[config.mk]
export PLATFORM = sky130hd
export DESIGN_NAME = tof_zone_passage_detector
export DESIGN_NICKNAME = d
export VERILOG_FILES = /design/src/design/tzpd_pkg.sv /design/src/design/tzpd_front.sv /design/src/design/tzpd_queue.sv /design/src/design/tzpd_back.sv /design/src/design/tof_zone_passage_detector.sv
export SDC_FILE = /design/constraint.sdc
export NUM_CORES = 1
export LEC_CHECK = 0
export BUFFER_PORTS_ARGS = -buffer_cell sky130_fd_sc_hd__buf_2
export CAP_MARGIN = 15
export CORE_UTILIZATION = 56
export DETAILED_ROUTE_END_ITERATION = 7
export PLACE_DENSITY = 0.74
export SLEW_MARGIN = 20
export SYNTH_ARGS = -nofsm -noshare
export SYNTH_HDL_FRONTEND = slang
export SYNTH_SLANG_ARGS = --single-unit
export TNS_END_PERCENT = 50
[constraint.sdc]
create_clock -name clk -period 10 [get_ports clk]
set_input_delay 0 -clock clk [delete_from_list [all_inputs] [get_ports clk]]
set_output_delay 0 -clock clk [all_outputs]
set_load 0.1 [all_outputs]
[src/design/tzpd_pkg.sv]
// Shared widths, types, register codes and reset values of the zone passage detector.
package tzpd_pkg;

    // Field widths.
    localparam int DIST_W     = 16;
    localparam int TIME_W     = 32;
    localparam int SUM_W      = 20;
    localparam int HITS_W     = 5;
    localparam int POS_W      = 4;
    localparam int TOTAL_W    = 16;
    localparam int WIN_W      = 16;
    localparam int AVG_W      = 16;
    localparam int BANDS      = 3;

    // Stream and configuration port widths.
    localparam int IN_DATA_W  = 48;
    localparam int OUT_DATA_W = 72;
    localparam int CFG_IDX_W  = 3;
    localparam int CFG_DATA_W = 16;

    // Band positions.
    localparam int BAND_NEAR  = 0;
    localparam int BAND_MID   = 1;
    localparam int BAND_FAR   = 2;

    // Configuration register reset values.
    localparam logic [DIST_W-1:0] RST_NEAR_LIMIT = 16'd500;
    localparam logic [DIST_W-1:0] RST_MID_LIMIT  = 16'd1000;
    localparam logic [DIST_W-1:0] RST_FAR_LIMIT  = 16'd1500;
    localparam logic [HITS_W-1:0] RST_ARM_HITS   = 5'd4;
    localparam logic [HITS_W-1:0] RST_CLEAR_HITS = 5'd1;
    localparam logic [WIN_W-1:0]  RST_WINDOW     = 16'd1500;

    // Configuration register indexes.
    typedef enum logic [CFG_IDX_W-1:0] {
        CFG_NEAR_LIMIT = 3'd0,
        CFG_MID_LIMIT  = 3'd1,
        CFG_FAR_LIMIT  = 3'd2,
        CFG_ARM_HITS   = 3'd3,
        CFG_CLEAR_HITS = 3'd4,
        CFG_WINDOW     = 3'd5
    } cfg_index_t;

    typedef logic [HITS_W-1:0] hits_t;

    // Configuration register file contents.
    typedef struct packed {
        logic [DIST_W-1:0] near_limit;
        logic [DIST_W-1:0] mid_limit;
        logic [DIST_W-1:0] far_limit;
        hits_t             arm_hits;
        hits_t             clear_hits;
        logic [WIN_W-1:0]  window;
    } cfg_t;

    // One completed scan, handed from the front end to the back end.
    typedef struct packed {
        logic [SUM_W-1:0]        sum;
        hits_t [BANDS-1:0]       hits;
        logic [TIME_W-1:0]       now;
    } scan_rec_t;

endpackage

[src/design/tzpd_front.sv]
// Front end: accumulates zone samples and emits one record per completed scan.
module tzpd_front
    import tzpd_pkg::*;
#(
    parameter int ZONES = 6
)
(
    input  logic              clk,
    input  logic              rst_n,
    input  cfg_t              cfg,
    input  logic              in_valid,
    output logic              in_ready,
    input  logic [DIST_W-1:0] distance_mm,
    input  logic [TIME_W-1:0] time_ms,
    input  logic              q_full,
    output logic              push,
    output scan_rec_t         rec
);

    logic [POS_W-1:0]  pos_reg, pos_next;
    logic [SUM_W-1:0]  sum_reg, sum_next;
    hits_t [BANDS-1:0] hits_reg, hits_next;

    logic [SUM_W-1:0]  sum_upd;
    hits_t [BANDS-1:0] hits_upd;
    logic [DIST_W-1:0] limit [BANDS];
    logic              last_zone;
    logic              accept;

    // Band limits in band order.
    assign limit[BAND_NEAR] = cfg.near_limit;
    assign limit[BAND_MID]  = cfg.mid_limit;
    assign limit[BAND_FAR]  = cfg.far_limit;

    // Only the scan-end sample needs room in the queue.
    always_comb
    begin
        last_zone = (pos_reg == POS_W'(ZONES - 1));
        in_ready  = !(last_zone && q_full);
        accept    = in_valid && in_ready;
        push      = accept && last_zone;

        sum_upd = sum_reg + SUM_W'(distance_mm);
        for (int b = 0; b < BANDS; b++)
        begin
            hits_upd[b] = hits_reg[b] + HITS_W'(distance_mm < limit[b]);
        end

        rec.sum  = sum_upd;
        rec.hits = hits_upd;
        rec.now  = time_ms;

        pos_next  = pos_reg;
        sum_next  = sum_reg;
        hits_next = hits_reg;
        if (accept)
        begin
            if (last_zone)
            begin
                pos_next  = '0;
                sum_next  = '0;
                hits_next = '0;
            end
            else
            begin
                pos_next  = pos_reg + POS_W'(1);
                sum_next  = sum_upd;
                hits_next = hits_upd;
            end
        end
    end

    // Scan accumulators.
    always_ff @(posedge clk or negedge rst_n)
    begin
        if (!rst_n)
        begin
            pos_reg  <= '0;
            sum_reg  <= '0;
            hits_reg <= '0;
        end
        else
        begin
            pos_reg  <= pos_next;
            sum_reg  <= sum_next;
            hits_reg <= hits_next;
        end
    end

endmodule

[src/design/tzpd_queue.sv]
// Two-entry register queue of scan records between the front and back ends.
module tzpd_queue
    import tzpd_pkg::*;
(
    input  logic      clk,
    input  logic      rst_n,
    input  logic      push,
    input  scan_rec_t push_rec,
    output logic      full,
    input  logic      pop,
    output logic      valid,
    output scan_rec_t pop_rec
);

    scan_rec_t  entry_reg [2];
    logic       wr_ptr_reg, wr_ptr_next;
    logic       rd_ptr_reg, rd_ptr_next;
    logic [1:0] count_reg, count_next;

    // Status and pointer updates.
    always_comb
    begin
        full    = (count_reg == 2'd2);
        valid   = (count_reg != 2'd0);
        pop_rec = entry_reg[rd_ptr_reg];

        wr_ptr_next = wr_ptr_reg ^ push;
        rd_ptr_next = rd_ptr_reg ^ pop;
        count_next  = count_reg + 2'(push) - 2'(pop);
    end

    // Control state.
    always_ff @(posedge clk or negedge rst_n)
    begin
        if (!rst_n)
        begin
            wr_ptr_reg <= 1'b0;
            rd_ptr_reg <= 1'b0;
            count_reg  <= 2'd0;
        end
        else
        begin
            wr_ptr_reg <= wr_ptr_next;
            rd_ptr_reg <= rd_ptr_next;
            count_reg  <= count_next;
        end
    end

    // Entry storage needs no reset.
    always_ff @(posedge clk)
    begin
        if (push)
        begin
            entry_reg[wr_ptr_reg] <= push_rec;
        end
    end

endmodule

[src/design/tzpd_back.sv]
// Back end: runs the band timers, forms the mean distance and holds the result register.
module tzpd_back
    import tzpd_pkg::*;
#(
    parameter int ZONES = 6
)
(
    input  logic               clk,
    input  logic               rst_n,
    input  cfg_t               cfg,
    input  logic               q_valid,
    input  scan_rec_t          rec,
    output logic               pop,
    output logic               out_valid,
    input  logic               out_ready,
    output logic [AVG_W-1:0]   avg_distance,
    output logic [BANDS-1:0]   band_event,
    output logic [TOTAL_W-1:0] band_total [BANDS]
);

    // Exact floor division by ZONES through a rounded-up reciprocal.
    localparam int          DIV_SHIFT = SUM_W + $clog2(ZONES);
    localparam int          RECIP_W   = SUM_W + 1;
    localparam int unsigned DIV_RECIP = ((32'd1 << DIV_SHIFT) + ZONES - 1) / ZONES;

    logic                     armed_reg [BANDS];
    logic                     armed_next [BANDS];
    logic [TIME_W-1:0]        start_reg [BANDS];
    logic [TIME_W-1:0]        start_next [BANDS];
    logic [TOTAL_W-1:0]       total_reg [BANDS];
    logic [TOTAL_W-1:0]       total_next [BANDS];
    logic                     valid_reg, valid_next;
    logic [AVG_W-1:0]         avg_reg;
    logic [BANDS-1:0]         event_reg;

    logic [SUM_W+RECIP_W-1:0] prod;
    logic [AVG_W-1:0]         avg_calc;
    logic [BANDS-1:0]         event_calc;
    logic                     armed_now;
    logic [TIME_W-1:0]        start_now;
    logic [TIME_W-1:0]        elapsed;
    logic                     in_window;

    // Mean distance of the scan.
    always_comb
    begin
        prod     = {{RECIP_W{1'b0}}, rec.sum} * (SUM_W + RECIP_W)'(DIV_RECIP);
        avg_calc = AVG_W'(prod >> DIV_SHIFT);
    end

    // Band timers: arm first, then test for a detection or an expired window.
    always_comb
    begin
        pop        = q_valid && (!valid_reg || out_ready);
        valid_next = pop || (valid_reg && !out_ready);
        armed_now  = 1'b0;
        start_now  = '0;
        elapsed    = '0;
        in_window  = 1'b0;
        for (int b = 0; b < BANDS; b++)
        begin
            armed_now = armed_reg[b];
            start_now = start_reg[b];
            if (!armed_reg[b] && (rec.hits[b] >= cfg.arm_hits))
            begin
                armed_now = 1'b1;
                start_now = rec.now;
            end
            elapsed       = rec.now - start_now;
            in_window     = (elapsed <= TIME_W'(cfg.window));
            event_calc[b] = armed_now && in_window && (rec.hits[b] <= cfg.clear_hits);

            armed_next[b] = armed_reg[b];
            start_next[b] = start_reg[b];
            total_next[b] = total_reg[b];
            if (pop)
            begin
                start_next[b] = start_now;
                if (event_calc[b])
                begin
                    armed_next[b] = 1'b0;
                    total_next[b] = total_reg[b] + TOTAL_W'(1);
                end
                else if (!in_window)
                begin
                    armed_next[b] = 1'b0;
                end
                else
                begin
                    armed_next[b] = armed_now;
                end
            end
        end
    end

    // Band state and output valid.
    always_ff @(posedge clk or negedge rst_n)
    begin
        if (!rst_n)
        begin
            valid_reg <= 1'b0;
            for (int b = 0; b < BANDS; b++)
            begin
                armed_reg[b] <= 1'b0;
                start_reg[b] <= '0;
                total_reg[b] <= '0;
            end
        end
        else
        begin
            valid_reg <= valid_next;
            for (int b = 0; b < BANDS; b++)
            begin
                armed_reg[b] <= armed_next[b];
                start_reg[b] <= start_next[b];
                total_reg[b] <= total_next[b];
            end
        end
    end

    // Result payload, loaded when a scan record is taken.
    always_ff @(posedge clk)
    begin
        if (pop)
        begin
            avg_reg   <= avg_calc;
            event_reg <= event_calc;
        end
    end

    // The running totals after a pop belong to the result just loaded.
    assign out_valid    = valid_reg;
    assign avg_distance = avg_reg;
    assign band_event   = event_reg;
    assign band_total   = total_reg;

endmodule

[src/design/tof_zone_passage_detector.sv]
// Top level of the zone passage detector: configuration registers and stream ports.
//
// Channel  Direction  Handshake            Content
// s_       in         s_tvalid / s_tready  one zone sample (distance, timestamp)
// m_       out        m_tvalid / m_tready  one result per completed scan
// cfg_     in         cfg_valid / cfg_ready register index and write data
//
// The block takes one sample per cycle while s_tready is high. A scan-end sample enters a
// two-entry record queue; the back end takes a record once its result register is empty
// or being read, and registers the result for the m_ channel.
// Reset clears the scan accumulators, band timers, totals and queue, and loads the
// register defaults. s_tready drops only on a scan-end sample while the queue is full.
module tof_zone_passage_detector
    import tzpd_pkg::*;
#(
    parameter int ZONES = 6
)
(
    input  logic                  clk,
    input  logic                  rst_n,
    // s_tdata: distance_mm [15:0], time_ms [47:16]
    input  logic                  s_tvalid,
    output logic                  s_tready,
    input  logic [IN_DATA_W-1:0]  s_tdata,
    // m_tdata: avg_distance [15:0], near_event [16], mid_event [17], far_event [18],
    // near_total [34:19], mid_total [50:35], far_total [66:51], zero [71:67]
    output logic                  m_tvalid,
    input  logic                  m_tready,
    output logic [OUT_DATA_W-1:0] m_tdata,
    input  logic                  cfg_valid,
    output logic                  cfg_ready,
    input  logic [CFG_IDX_W-1:0]  cfg_index,
    input  logic [CFG_DATA_W-1:0] cfg_data
);

    cfg_t               cfg_reg;
    logic               q_full;
    logic               q_valid;
    logic               push;
    logic               pop;
    scan_rec_t          push_rec;
    scan_rec_t          pop_rec;
    logic [AVG_W-1:0]   avg_distance;
    logic [BANDS-1:0]   band_event;
    logic [TOTAL_W-1:0] band_total [BANDS];

    // Register writes are always taken; an index beyond the list is ignored.
    assign cfg_ready = 1'b1;

    always_ff @(posedge clk or negedge rst_n)
    begin
        if (!rst_n)
        begin
            cfg_reg.near_limit <= RST_NEAR_LIMIT;
            cfg_reg.mid_limit  <= RST_MID_LIMIT;
            cfg_reg.far_limit  <= RST_FAR_LIMIT;
            cfg_reg.arm_hits   <= RST_ARM_HITS;
            cfg_reg.clear_hits <= RST_CLEAR_HITS;
            cfg_reg.window     <= RST_WINDOW;
        end
        else if (cfg_valid)
        begin
            case (cfg_index_t'(cfg_index))
                CFG_NEAR_LIMIT: cfg_reg.near_limit <= cfg_data;
                CFG_MID_LIMIT:  cfg_reg.mid_limit  <= cfg_data;
                CFG_FAR_LIMIT:  cfg_reg.far_limit  <= cfg_data;
                CFG_ARM_HITS:   cfg_reg.arm_hits   <= cfg_data[HITS_W-1:0];
                CFG_CLEAR_HITS: cfg_reg.clear_hits <= cfg_data[HITS_W-1:0];
                CFG_WINDOW:     cfg_reg.window     <= cfg_data;
                default:        ;
            endcase
        end
    end

    // Sample accumulation.
    tzpd_front #(
        .ZONES (ZONES)
    ) u_front (
        .clk         (clk),
        .rst_n       (rst_n),
        .cfg         (cfg_reg),
        .in_valid    (s_tvalid),
        .in_ready    (s_tready),
        .distance_mm (s_tdata[DIST_W-1:0]),
        .time_ms     (s_tdata[DIST_W+TIME_W-1:DIST_W]),
        .q_full      (q_full),
        .push        (push),
        .rec         (push_rec)
    );

    // Scan record queue.
    tzpd_queue u_queue (
        .clk      (clk),
        .rst_n    (rst_n),
        .push     (push),
        .push_rec (push_rec),
        .full     (q_full),
        .pop      (pop),
        .valid    (q_valid),
        .pop_rec  (pop_rec)
    );

    // Band timers and result register.
    tzpd_back #(
        .ZONES (ZONES)
    ) u_back (
        .clk          (clk),
        .rst_n        (rst_n),
        .cfg          (cfg_reg),
        .q_valid      (q_valid),
        .rec          (pop_rec),
        .pop          (pop),
        .out_valid    (m_tvalid),
        .out_ready    (m_tready),
        .avg_distance (avg_distance),
        .band_event   (band_event),
        .band_total   (band_total)
    );

    // Result packing, first field in the lowest bits.
    assign m_tdata = {5'b0,
                      band_total[BAND_FAR], band_total[BAND_MID], band_total[BAND_NEAR],
                      band_event[BAND_FAR], band_event[BAND_MID], band_event[BAND_NEAR],
                      avg_distance};

endmodule

---- Yosys cells after proc, flatten, opt, wreduce, memory -nomap -nowiden ----
Memory sizes are Yosys's and may differ from the RTL's.
Cells that the tools add are included.
cells by class
  add/sub/neg operators ................... 13
  multiply operators ...................... 1
  divide/modulo/power cells ............... 0
  order comparisons ....................... 12
  equal/unequal tests ..................... 7
  shift-type cells ........................ 0
  mux-type cells .......................... 17
  bitwise logic cells ..................... 2
  reductions and logical operators ........ 33
operator list
  kind                      count
  $le A32 B16 Y1            3
  $mux W32                  3
  $sub A32 B32 Y32          3
  $add A16 B1 Y16 const B   3
  $lt A16 B16 Y1            3
  $mul A20 B20 Y38 const B  1
  $add A20 B16 Y20          1
  $mux W20                  1
  $reduce_and A2 Y1         9
  $add A5 B1 Y5             3
  $ge A5 B5 Y1              3
  $le A5 B5 Y1              3
  $mux W15                  1
  $logic_and A1 B1 Y1       14
  $mux W1                   11
  $eq A3 B2 Y1 const B      2
  $eq A3 B3 Y1 const B      2
  $logic_not A1 Y1          6
  $add A4 B1 Y4 const B     1
  $eq A4 B3 Y1 const B      1
  $mux W4                   1
  $eq A3 B1 Y1 const B      1
  $logic_not A3 Y1          1
  $add A2 B1 Y2             1
  5 further kinds           7
word-level totals
  bits in registers ....................... 284
  latch bits .............................. 0
  memory bits (writable) .................. 134
  ROM bits ................................ 0
  input bits .............................. 72
  output and inout bits ................... 75
  logic and storage cells ................. 112
  memories ................................ 1
memories
  name               depth  bits a word  read ports  clocked after Yosys merged registers in  write ports  line              source
  u_queue.entry_reg  2      67           1           0                                        1            tzpd_queue.sv:15  scan_rec_t entry_reg [2];

---- Longest topological paths before layout ----
Gate-level depths: netlist of the first run.
An unclocked memory read counts as a cell.
  depth in word-level cells ............... 9
  depth in mapped cells ................... 35
  gate-level depth less buffers ........... 29

---- By module ----
A second synthesis of the first run with hierarchy kept.
unflattened totals
  cells, all modules ...................... 3143
  area, all modules ....................... 33338.2 um^2
modules (own cells, without submodules)
  module                     instances  cells each  area each (um^2)  sequential area each (um^2)
  tzpd_back                  1          2279        21244.1           4274.1
  tzpd_queue                 1          225         5128.7            4124.0
  tzpd_front                 1          471         4063.9            975.9
  tof_zone_passage_detector  1          168         2901.5            1886.8

---- Least setup slack after synthesis of the first run ----
No wires, ideal clock.
  path kind ............................... register to register
  start point ............................. reg u_queue.rd_ptr_reg
  end point ............................... reg u_back.avg_reg[15] (netlist: u_back.avg_distance[15]), data pin
  library setup time ...................... 260 ps
  arrival time ............................ 7390 ps
  data required time ...................... 9740 ps
  setup slack ............................. 2350 ps
  cell stages (with the launch flop) ...... 29
  buffers on the path ..................... 3
  clock period less this slack ............ 7650 ps
  path through ............................ dfrtp_1 clkbuf_1 clkbuf_1 buf_1 mux2i_1 inv_1 ha_1 ha_1 inv_1 fa_1 inv_1 fa_1 inv_1 fa_1 inv_1 fa_1 fa_1 ha_1 and4_1 o211a_1 and4_1 a221o_1 o211a_1 nor2_1 o31ai_1 nor2_1 a21oi_1 a21oi_1 xnor2_1
between the ends
  cells in the longest elaborated chain, start to end .. 2
ends and longest elaborated chain
  item                       line              source
  from (decl)                tzpd_queue.sv:17  logic rd_ptr_reg, rd_ptr_next;
  from (signal assigned)     tzpd_queue.sv:44  rd_ptr_reg <= rd_ptr_next;
  $mem_v2 Z2 W67             --
  $mul A20 B20 Y38           tzpd_back.sv:47   prod = {{RECIP_W{1'b0}}, rec.sum} * (SUM_W + RECIP_W)'(DIV_RECIP);
  named net u_back.prod[38]  tzpd_back.sv:36   logic [SUM_W+RECIP_W-1:0] prod;
  to (signal assigned)       tzpd_back.sv:126  avg_reg <= avg_calc;
  to (decl)                  tzpd_back.sv:33   logic [AVG_W-1:0] avg_reg;
The timed path passes the listed nets, and every way through them passes these cells.
A chain may end at the register's enable or synchronous reset.

---- Final worst setup path of the first run ----
  start point ............................. reg u_queue.rd_ptr_reg
  end point ............................... reg u_back.total_reg, in the netlist u_back.band_total[22]
between the ends
  cells in the longest elaborated chain, start to end .. 9
  elaborated cells between the ends (all ways) .. 11
  classes of those cells .................. add/sub (1); order compare (3); mux (2); reduce/logical (4); memory (1)
ends and longest elaborated chain
  item                             line              source
  $mem_v2 Z2 W67 *                 --
  $ge A5 B5 Y1                     tzpd_back.sv:64   if (!armed_reg[b] && (rec.hits[b] >= cfg.arm_hits))
  $logic_and A1 B1 Y1              tzpd_back.sv:64
  $mux W32                         tzpd_back.sv:64
  $sub A32 B32 Y32                 tzpd_back.sv:69   elapsed = rec.now - start_now;
  $le A32 B16 Y1                   tzpd_back.sv:70   in_window = (elapsed <= TIME_W'(cfg.window));
  $logic_and A1 B1 Y1              tzpd_back.sv:71   event_calc[b] = armed_now && in_window && (rec.hits[b] <= cfg.clear_hits);
  $logic_and A1 B1 Y1 *            tzpd_back.sv:71
  $reduce_and A2 Y1 (no line) *    --
  to (signal, indexed assignment)  tzpd_back.sv:116  total_reg[b] <= total_next[b];
  to (decl)                        tzpd_back.sv:30   logic [TOTAL_W-1:0] total_reg [BANDS];
Every way passes the cells marked *; elsewhere a longest branch is shown, timed or not.

==> impl_results.html, run 1 <==
<table>
<tr><th>Metric</th><th>Value</th></tr>
<tr><th colspan="2">GRT</th></tr>
<tr><td>Aggregate global-route resource usage</td><td>28.1%</td></tr>
<tr><td>Pin count of the biggest net entering global routing</td><td>127</td></tr>
<tr><td>Total grt overflow</td><td>0</td></tr>
<tr><td>Global-route wire length before repair</td><td>132000 um</td></tr>
<tr><td>Initial antenna violation count</td><td>0</td></tr>
<tr><td>Number of global-route vias before repair</td><td>24352</td></tr>
<tr><th colspan="2">Setup path</th></tr>
<tr><td>CP Depth</td><td>26</td></tr>
<tr><td>Largest fanout on the critical path</td><td>64</td></tr>
<tr><td>Startpoint of the worst-slack reg-to-reg timing path</td><td>u_queue.rd_ptr_reg</td></tr>
<tr><td>Critical path's top delay family</td><td>simple AND/OR/NAND/NOR gates</td></tr>
<tr><td>Reg-to-reg endpoint</td><td>u_back.band_total[22]</td></tr>
<tr><td>Critical path data arrival time</td><td>9.09 ns</td></tr>
<tr><td>Maximum cell stage delay along the critical path</td><td>0.91 ns</td></tr>
<tr><td>Reg2reg path depth</td><td>26</td></tr>
<tr><td>Total buffers and inverters traversed by the critical path</td><td>0</td></tr>
<tr><td>Endpoint required time on the critical path</td><td>10.47 ns</td></tr>
<tr><td>Launching element type of the critical path</td><td>register</td></tr>
<tr><td>Worst setup path startpoint</td><td>u_queue.rd_ptr_reg</td></tr>
<tr><td>Register-to-register setup slack</td><td>1.37 ns</td></tr>
<tr><td>Cell with the biggest individual delay on the critical path</td><td>dfrtp_4</td></tr>
<tr><td>Endpoint kind of the worst setup timing path</td><td>register</td></tr>
<tr><td>Category of the critical setup timing path</td><td>register to register</td></tr>
<tr><th colspan="2">Clock tree</th></tr>
<tr><td>TritonCTS Buffers</td><td>47</td></tr>
<tr><td>H-tree depth</td><td>2</td></tr>
<tr><td>Longest Clk Path Bufs</td><td>3</td></tr>
<tr><td>Root Driver</td><td>clkbuf_16</td></tr>
<tr><td>Clock transition at the register clock pins on the worst setup and hold paths after CTS</td><td>0.06 ns</td></tr>
<tr><td>Sinks on the clock net</td><td>418</td></tr>
<tr><td>Number of hold-repair buffers added at the cts stage</td><td>58</td></tr>
<tr><td>Post-CTS setup buffer count</td><td>0</td></tr>
<tr><td>Gates resized, CTS repair</td><td>0</td></tr>
<tr><td>Clock latency reported for the late side of the worst-skew pair</td><td>0.58 ns</td></tr>
<tr><td>TritonCTS clock tree</td><td>yes</td></tr>
<tr><th colspan="2">Synthesis</th></tr>
<tr><td>Area share of xor/xnor cells in the synthesized design</td><td>4.01%</td></tr>
<tr><td>Portion of synthesized cell area occupied by the leading cell type</td><td>18.1%</td></tr>
<tr><td>Count of warnings emitted by yosys</td><td>0</td></tr>
<tr><td>Dominant cells by area after synthesis</td><td>dfrtp_1 (18%), ha_1 (16%), edfxtp_1 (14%)</td></tr>
<tr><td>Synthesis-stage register bit count</td><td>418</td></tr>
<tr><td>Area of the mapped netlist</td><td>32800 um^2</td></tr>
<tr><td>Area share of and/or/nand/nor cells after synthesis</td><td>12.9%</td></tr>
<tr><td>Async set-or-reset flop fraction in the synthesized netlist</td><td>63.4%</td></tr>
<tr><td>Number of enable-type register cells in the synthesized netlist</td><td>153</td></tr>
<tr><td>Main flop type after synthesis</td><td>dfrtp_1</td></tr>
<tr><td>Share of synthesized area spent on multiplexers</td><td>3.52%</td></tr>
<tr><td>Adder-cell share of the synthesized area</td><td>24.9%</td></tr>
<tr><td>Distinct cell type count after synthesis</td><td>97</td></tr>
<tr><td>Post-Synthesis Mean Instance Area</td><td>9.80 um^2</td></tr>
<tr><td>Cell type with the largest total area after synthesis</td><td>dfrtp_1</td></tr>
<tr><td>Most instantiated library cell after synthesis</td><td>ha_1</td></tr>
<tr><td>Largest family of logic cells by synthesized area</td><td>adder cells</td></tr>
<tr><td>Commonest cells post-synth</td><td>ha_1 (423), inv_1 (367), nand2_1 (333)</td></tr>
<tr><td>Area fraction in compound gates after synthesis</td><td>14.7%</td></tr>
<tr><td>Sequential element share of the synthesized area</td><td>34.3%</td></tr>
<tr><td>Post-synthesis cell count</td><td>3348</td></tr>
<tr><th colspan="2">Die</th></tr>
<tr><td>Die extent in x</td><td>244 um</td></tr>
<tr><td>Starting Density</td><td>56.7%</td></tr>
<tr><td>Row Count</td><td>88</td></tr>
<tr><td>Chip height</td><td>244 um</td></tr>
<tr><td>Die Outline Area</td><td>59500 um^2</td></tr>
<tr><td># IOs</td><td>147</td></tr>
<tr><td>Placeable core region</td><td>57800 um^2</td></tr>
<tr><th colspan="2">STA</th></tr>
<tr><td>Number of hold violations in the final report</td><td>0</td></tr>
<tr><td>Slew at the pin with the worst max-slew slack</td><td>1.09 ns</td></tr>
<tr><td>Relative max-transition margin</td><td>27.1%</td></tr>
<tr><td>Final critical path time including I/O delays and setup</td><td>8.63 ns</td></tr>
<tr><td>Final Skew</td><td>0.0191 ns</td></tr>
<tr><td>RSZ-0062 raised after global routing</td><td>no</td></tr>
<tr><td>Fin Setup TNS</td><td>0 ns</td></tr>
<tr><td>Highest Clock Rate</td><td>0.116 GHz</td></tr>
<tr><td>Post-route clock period utilization</td><td>86.3%</td></tr>
<tr><td># setup viols final</td><td>0</td></tr>
<tr><td>Slew Limit Fails</td><td>0</td></tr>
<tr><th colspan="2">Run status</th></tr>
<tr><td>Status</td><td>complete, no violations</td></tr>
<tr><th colspan="2">Placement</th></tr>
<tr><td>Count of input and output buffers</td><td>140</td></tr>
<tr><td>Final estimated routing congestion in global placement</td><td>0.996</td></tr>
<tr><td>HPWL after detailed placement</td><td>63500 um</td></tr>
<tr><th colspan="2">Routing</th></tr>
<tr><td>Post-detailed-route via-to-cell ratio</td><td>5.81</td></tr>
<tr><td>Iter 0 DRT Violations</td><td>1963</td></tr>
<tr><td>Mean routed wirelength per cell</td><td>19.2 um</td></tr>
<tr><td>Vias post-DR</td><td>25064</td></tr>
<tr><td>Detailed-route wire length</td><td>82700 um</td></tr>
<tr><td>Pre-antenna DRT Iters</td><td>5</td></tr>
<tr><td>Remaining antenna violation count</td><td>0</td></tr>
<tr><td>DRC</td><td>0</td></tr>
<tr><th colspan="2">Flow run</th></tr>
<tr><td>MaxCap Viol Count</td><td>0</td></tr>
<tr><th colspan="2">Finish</th></tr>
<tr><td>Final Core Density</td><td>63.0%</td></tr>
<tr><td>Count of filler cells inserted in the layout</td><td>4719</td></tr>
<tr><td>Flip-flop count of the largest register, all copies and words added</td><td>134</td></tr>
<tr><td>Share of post-route cells with drive strength above 1</td><td>10.1%</td></tr>
<tr><td>Number of nets in the layout</td><td>4146</td></tr>
<tr><td>Area growth from synthesis to layout</td><td>11.1%</td></tr>
<tr><td>N_diodes</td><td>0</td></tr>
<tr><th colspan="2">Hold path</th></tr>
<tr><td>HP Class</td><td>input pin to async pin</td></tr>
</table>
[cell families (layout without fill, tap and decap cells)]
family / count (synthesis) / in the layout
multiplexers: 109 / 109
other: 2 / 6
flip-flops: 418 / 418
AO/OA/AOI/OAI: 769 / 769
adder cells (fa/ha/maj): 566 / 566
AND/OR/NAND/NOR: 854 / 854
XOR/XNOR: 150 / 150
buffers and inverters: 480 / 674
[worst reg2reg max path: stages (launching register included)]
cell and delay (ns):
dfrtp_4 0.91, mux2_2 0.46, ha_1 0.30, o211ai_1 0.08, o21ai_0 0.40, and2_2 0.91, o21ai_0 0.34, ha_1 0.36
nor2b_1 0.14, o31a_1 0.27, a31oi_1 0.30, a21o_1 0.23, o21a_1 0.18, o21ai_0 0.12, xor2_1 0.17, ha_1 0.29
and4_1 0.21, nand2_1 0.08, nor3_1 0.37, o221ai_1 0.20, a311oi_1 0.32, nand4_1 0.18, nor4_1 0.44, nand3b_1 0.32
nor4_2 0.60, nand3_1 0.18, xnor2_1 0.16
[cell usage in the layout (no fill, tap or decap), drive strengths merged, types with 35 or more instances in the layout]
master,Yosys,routed
dfrtp,237,237
clkbuf,84,65
buf,28,161
nand3,57,57
fa,143,143
xnor2,94,94
nor3,40,40
mux2,48,48
mux2i,61,61
dlygate4sd3,0,58
nand2,333,333
nand2b,35,35
nand4,57,57
edfxtp,153,153
xor2,56,56
a22o,35,35
ha,423,423
inv,368,371
a21o,78,78
o21ai,286,286
o21a,41,41
a21oi,181,181
nor2,150,150
[worst max-delay path by stage]
stage	endpoint	slack, ns
3_3_place_gp	u_back.band_total[22]	1.75
6_report	u_back.band_total[22]	1.37
5_1_grt	u_back.band_total[22]	0.83
4_1_cts	u_back.band_total[22]	1.49
3_5_place_dp	u_back.band_total[22]	1.56
2_1_floorplan	u_back.avg_distance[15]	2.35
[metal layers]
layer  share of wire, %  routed length [um]  global-route usage, %
met5                  0                   0                      0
met4                3.0                2510                   8.62
met3                6.3                5250                   4.70
met2                 46               37800                   44.5
met1                 45               37200                   39.6
[per-stage QoR]
| step | setup slack [ns] | std cells | hold slack [ns] | instance area, um^2 |
|---|---|---|---|---|
| after floorplan | 2.35 | 3352 | -0.296 | 32800 |
| after global placement | 1.75 | 4165 | 0.0853 | 34300 |
| after detailed placement | 1.56 | 4165 | 0.0863 | 34300 |
| after CTS | 1.49 | 4310 | 0.0451 | 36400 |
| after global routing | 0.827 | 4311 | 0.0797 | 36400 |
| final | 1.37 | 4311 | 0.0314 | 36400 |
[cell type report]
type	instances	area (um^2)	area share [%]
Multi-Input combinational cell	2454	19800	54.3
Inverter	368	1380	3.79
Tap cell	765	957	2.63
Sequential cell	418	11300	30.9
Timing Repair Buffer	219	1470	4.02
Clock inverter	22	231	0.635
Clock buffer	65	1360	3.72
Power of run 1 is not shown: default switching activity piles up to over one toggle a cycle in this logic, so the estimate is an artifact.
==> run 2, diff against run 1 <==
--- a/config.mk
+++ b/config.mk
@@ -8,9 +8,10 @@
 export BUFFER_PORTS_ARGS = -buffer_cell sky130_fd_sc_hd__buf_2
 export CAP_MARGIN = 15
 export CORE_UTILIZATION = 56
+export CTS_BUF_LIST = sky130_fd_sc_hd__clkbuf_2
 export DETAILED_ROUTE_END_ITERATION = 7
 export PLACE_DENSITY = 0.74
-export SLEW_MARGIN = 20
+export SLEW_MARGIN = 0
 export SYNTH_ARGS = -nofsm -noshare
 export SYNTH_HDL_FRONTEND = slang
 export SYNTH_SLANG_ARGS = --single-unit
==> impl_results.html, run 2 (same netlist as run 1, synthesis figures left out) <==
<table>
<tr><th>Metric</th><th>Value</th></tr>
<tr><th colspan="2">Clock tree</th></tr>
<tr><td>TritonCTS Buffers</td><td>110 (was 47)</td></tr>
<tr><td>Sinks on the clock net</td><td>418 (unchanged)</td></tr>
<tr><td>Root Driver</td><td>clkbuf_2 (was clkbuf_16)</td></tr>
<tr><td>Longest Clk Path Bufs</td><td>3 (unchanged)</td></tr>
<tr><td>H-tree depth</td><td>3 (was 2)</td></tr>
<tr><td>Clock transition at the register clock pins on the worst setup and hold paths after CTS</td><td>0.12 ns (was 0.06 ns)</td></tr>
<tr><td>Clock latency reported for the late side of the worst-skew pair</td><td>1.25 ns (was 0.58 ns)</td></tr>
<tr><td>Post-CTS setup buffer count</td><td>0 (unchanged)</td></tr>
<tr><td>TritonCTS clock tree</td><td>yes (unchanged)</td></tr>
<tr><th colspan="2">Finish</th></tr>
<tr><td>Highest-count cells in the layout ignoring fill and taps</td><td>ha_1 (421), inv_1 (367), nand2_1 (333), o21ai_0 (282), dfrtp_1 (236) (unchanged)</td></tr>
<tr><td>Count of filler cells inserted in the layout</td><td>4721 (was 4719)</td></tr>
<tr><td>Most frequent standard cell in the layout excluding fill and tap cells</td><td>ha_1 (unchanged)</td></tr>
<tr><td>Flip-flop count of the largest register, all copies and words added</td><td>134 (unchanged)</td></tr>
<tr><td>Area used by sequential logic in the layout</td><td>11300 um^2 (unchanged)</td></tr>
<tr><td>Combined area of the multi-input logic cells</td><td>19800 um^2 (unchanged)</td></tr>
<tr><td>Share of post-route cells with drive strength above 1</td><td>12.2% (was 10.1%)</td></tr>
<tr><td>Number of nets in the layout</td><td>4340 (was 4146)</td></tr>
<tr><td>Area growth from synthesis to layout</td><td>13.6% (was 11.1%)</td></tr>
<tr><th colspan="2">STA</th></tr>
<tr><td>Slew Limit Fails</td><td>0 (unchanged)</td></tr>
<tr><td>Highest Clock Rate</td><td>0.114 GHz (was 0.116 GHz)</td></tr>
<tr><td># setup viols final</td><td>0 (unchanged)</td></tr>
<tr><td>RSZ-0062 raised after global routing</td><td>no (unchanged)</td></tr>
<tr><td>Final Skew</td><td>0.124 ns (was 0.0191 ns)</td></tr>
<tr><td>Slew at the pin with the worst max-slew slack</td><td>1.12 ns (was 1.09 ns)</td></tr>
<tr><td>Post-route clock period utilization</td><td>87.5% (was 86.3%)</td></tr>
<tr><td>Final critical path time including I/O delays and setup</td><td>8.75 ns (was 8.63 ns)</td></tr>
<tr><td>Fin Setup TNS</td><td>0 ns (unchanged)</td></tr>
<tr><td>Relative max-transition margin</td><td>25.5% (was 27.1%)</td></tr>
<tr><td>Number of hold violations in the final report</td><td>0 (unchanged)</td></tr>
<tr><th colspan="2">Setup path</th></tr>
<tr><td>Endpoint kind of the worst setup timing path</td><td>register (unchanged)</td></tr>
<tr><td>Largest fanout on the critical path</td><td>64 (unchanged)</td></tr>
<tr><td>Maximum cell stage delay along the critical path</td><td>0.93 ns (was 0.91 ns)</td></tr>
<tr><td>Category of the critical setup timing path</td><td>register to register (unchanged)</td></tr>
<tr><td>Critical path data arrival time</td><td>9.81 ns (was 9.09 ns)</td></tr>
<tr><td>Startpoint of the worst-slack reg-to-reg timing path</td><td>u_queue.rd_ptr_reg (unchanged)</td></tr>
<tr><td>Reg-to-reg endpoint</td><td>u_back.band_total[22] (unchanged)</td></tr>
<tr><td>Launching element type of the critical path</td><td>register (unchanged)</td></tr>
<tr><td>Endpoint required time on the critical path</td><td>11.06 ns (was 10.47 ns)</td></tr>
<tr><td>Reg2reg path depth</td><td>26 (unchanged)</td></tr>
<tr><td>Register-to-register setup slack</td><td>1.25 ns (was 1.37 ns)</td></tr>
<tr><td>Total buffers and inverters traversed by the critical path</td><td>0 (unchanged)</td></tr>
<tr><td>Critical path's top delay family</td><td>simple AND/OR/NAND/NOR gates (unchanged)</td></tr>
<tr><td>Cell with the biggest individual delay on the critical path</td><td>dfrtp_4 (unchanged)</td></tr>
<tr><th colspan="2">Routing</th></tr>
<tr><td>Pre-antenna DRT Iters</td><td>5 (unchanged)</td></tr>
<tr><td>DRC</td><td>0 (unchanged)</td></tr>
<tr><td>Iter 0 DRT Violations</td><td>2034 (was 1963)</td></tr>
<tr><td>Mean routed wirelength per cell</td><td>18.8 um (was 19.2 um)</td></tr>
<tr><td>Vias post-DR</td><td>26172 (was 25064)</td></tr>
<tr><td>Detailed-route wire length</td><td>86000 um (was 82700 um)</td></tr>
<tr><td>Post-detailed-route via-to-cell ratio</td><td>5.73 (was 5.81)</td></tr>
<tr><td>Remaining antenna violation count</td><td>0 (unchanged)</td></tr>
<tr><th colspan="2">Hold path</th></tr>
<tr><td>Number of cells on the worst hold path</td><td>3</td></tr>
<tr><td>Worst min-delay path endpoint</td><td>u_queue.entry_reg[1][30]</td></tr>
<tr><td>HP Start</td><td>s_tdata[46]</td></tr>
<tr><td>HP Class</td><td>input pin to register (was input pin to async pin)</td></tr>
<tr><th colspan="2">Flow run</th></tr>
<tr><td>MaxCap Viol Count</td><td>0 (unchanged)</td></tr>
<tr><th colspan="2">Die</th></tr>
<tr><td>Starting Density</td><td>56.7% (unchanged)</td></tr>
<tr><td>Row Count</td><td>88 (unchanged)</td></tr>
<tr><td>Chip height</td><td>244 um (unchanged)</td></tr>
<tr><td>Die extent in x</td><td>244 um (unchanged)</td></tr>
<tr><td># IOs</td><td>147 (unchanged)</td></tr>
<tr><td>Placeable core region</td><td>57800 um^2 (unchanged)</td></tr>
<tr><td>Die Outline Area</td><td>59500 um^2 (unchanged)</td></tr>
<tr><th colspan="2">GRT</th></tr>
<tr><td>Global-route wire length before repair</td><td>138000 um (was 132000 um)</td></tr>
<tr><td>Aggregate global-route resource usage</td><td>29.5% (was 28.1%)</td></tr>
<tr><td>Initial antenna violation count</td><td>3 (was 0)</td></tr>
<tr><td>Total grt overflow</td><td>0 (unchanged)</td></tr>
<tr><td>Pin count of the biggest net entering global routing</td><td>127 (unchanged)</td></tr>
<tr><td>Number of global-route vias before repair</td><td>26057 (was 24352)</td></tr>
<tr><th colspan="2">Placement</th></tr>
<tr><td>Final estimated routing congestion in global placement</td><td>0.996 (unchanged)</td></tr>
<tr><td>HPWL after detailed placement</td><td>63500 um (unchanged)</td></tr>
<tr><td>Count of input and output buffers</td><td>140 (unchanged)</td></tr>
<tr><th colspan="2">Run status</th></tr>
<tr><td>Status</td><td>complete, no violations (unchanged)</td></tr>
</table>
==> run 2: through the flow <==
step	setup slack [ns]	hold slack, ns	cells	instance area [um^2]	utilization [%]
after floorplan	2.35	-0.296	3352	32800	-
after global placement	1.75	0.0853	4165	34300	59.3
after detailed placement	1.56	0.0863	4165	34300	59.3
after CTS	1.43	0.00842	4561	37200	64.4
after global routing	0.701	0.0596	4565	37300	64.5
final	1.25	0.0896	4566	37300	64.5
==> run 2: cell type report <==
type                    count  share of cell area, %
well taps                 765                   2.57
repair buffers            350                   7.51
multi-input cells        2454                   53.1
clock buffers             156                   2.09
flip-flops and latches    418                   30.2
clock inverters            51                  0.776
inverters                 368                   3.71
diodes                      4                 0.0269
==> run 2: how the worst max path moves through the flow <==
stage	startpoint	end	slack (ns)	depth (start not counted)
2_1_floorplan	u_queue.rd_ptr_reg	u_back.avg_distance[15]	2.35	28
5_1_grt	u_queue.rd_ptr_reg	u_back.band_total[22]	0.70	27
6_report	u_queue.rd_ptr_reg	u_back.band_total[22]	1.25	26
3_5_place_dp	u_queue.rd_ptr_reg	u_back.band_total[22]	1.56	26
4_1_cts	u_queue.rd_ptr_reg	u_back.band_total[22]	1.43	26
3_3_place_gp	u_queue.rd_ptr_reg	u_back.band_total[22]	1.75	26
==> run 2: worst register-to-register path: cells and delay by family, from the launching register on <==
| family | cells | cell delay [ns] |
|---|---|---|
| compound gates | 10 | 2.48 |
| xor+xnor | 2 | 0.33 |
| fa+ha+maj | 3 | 0.95 |
| flops | 1 | 0.93 |
| mux | 1 | 0.46 |
| simple gates | 10 | 3.49 |
==> run 2: timing repair <==
item | in CTS | in global routing
endpoints found under the setup margin | 0 | 0
hold buffers | 189 | 0
resized for setup | 0 | 0
hold endpoints to repair | 585 | 0
==> run 2: layer usage <==
| metal | wire length, um | vias to the layer above | track usage [%] |
|---|---|---|---|
| met2 | 39800 | 878 | 46.6 |
| met1 | 37700 | 12536 | 40.1 |
| li1 | - | 12591 | - |
| met4 | 2790 | 0 | 12.1 |
| met3 | 5730 | 167 | 5.27 |
| met5 | 0 | - | 0 |
Power of run 2 is left out for the same reason.
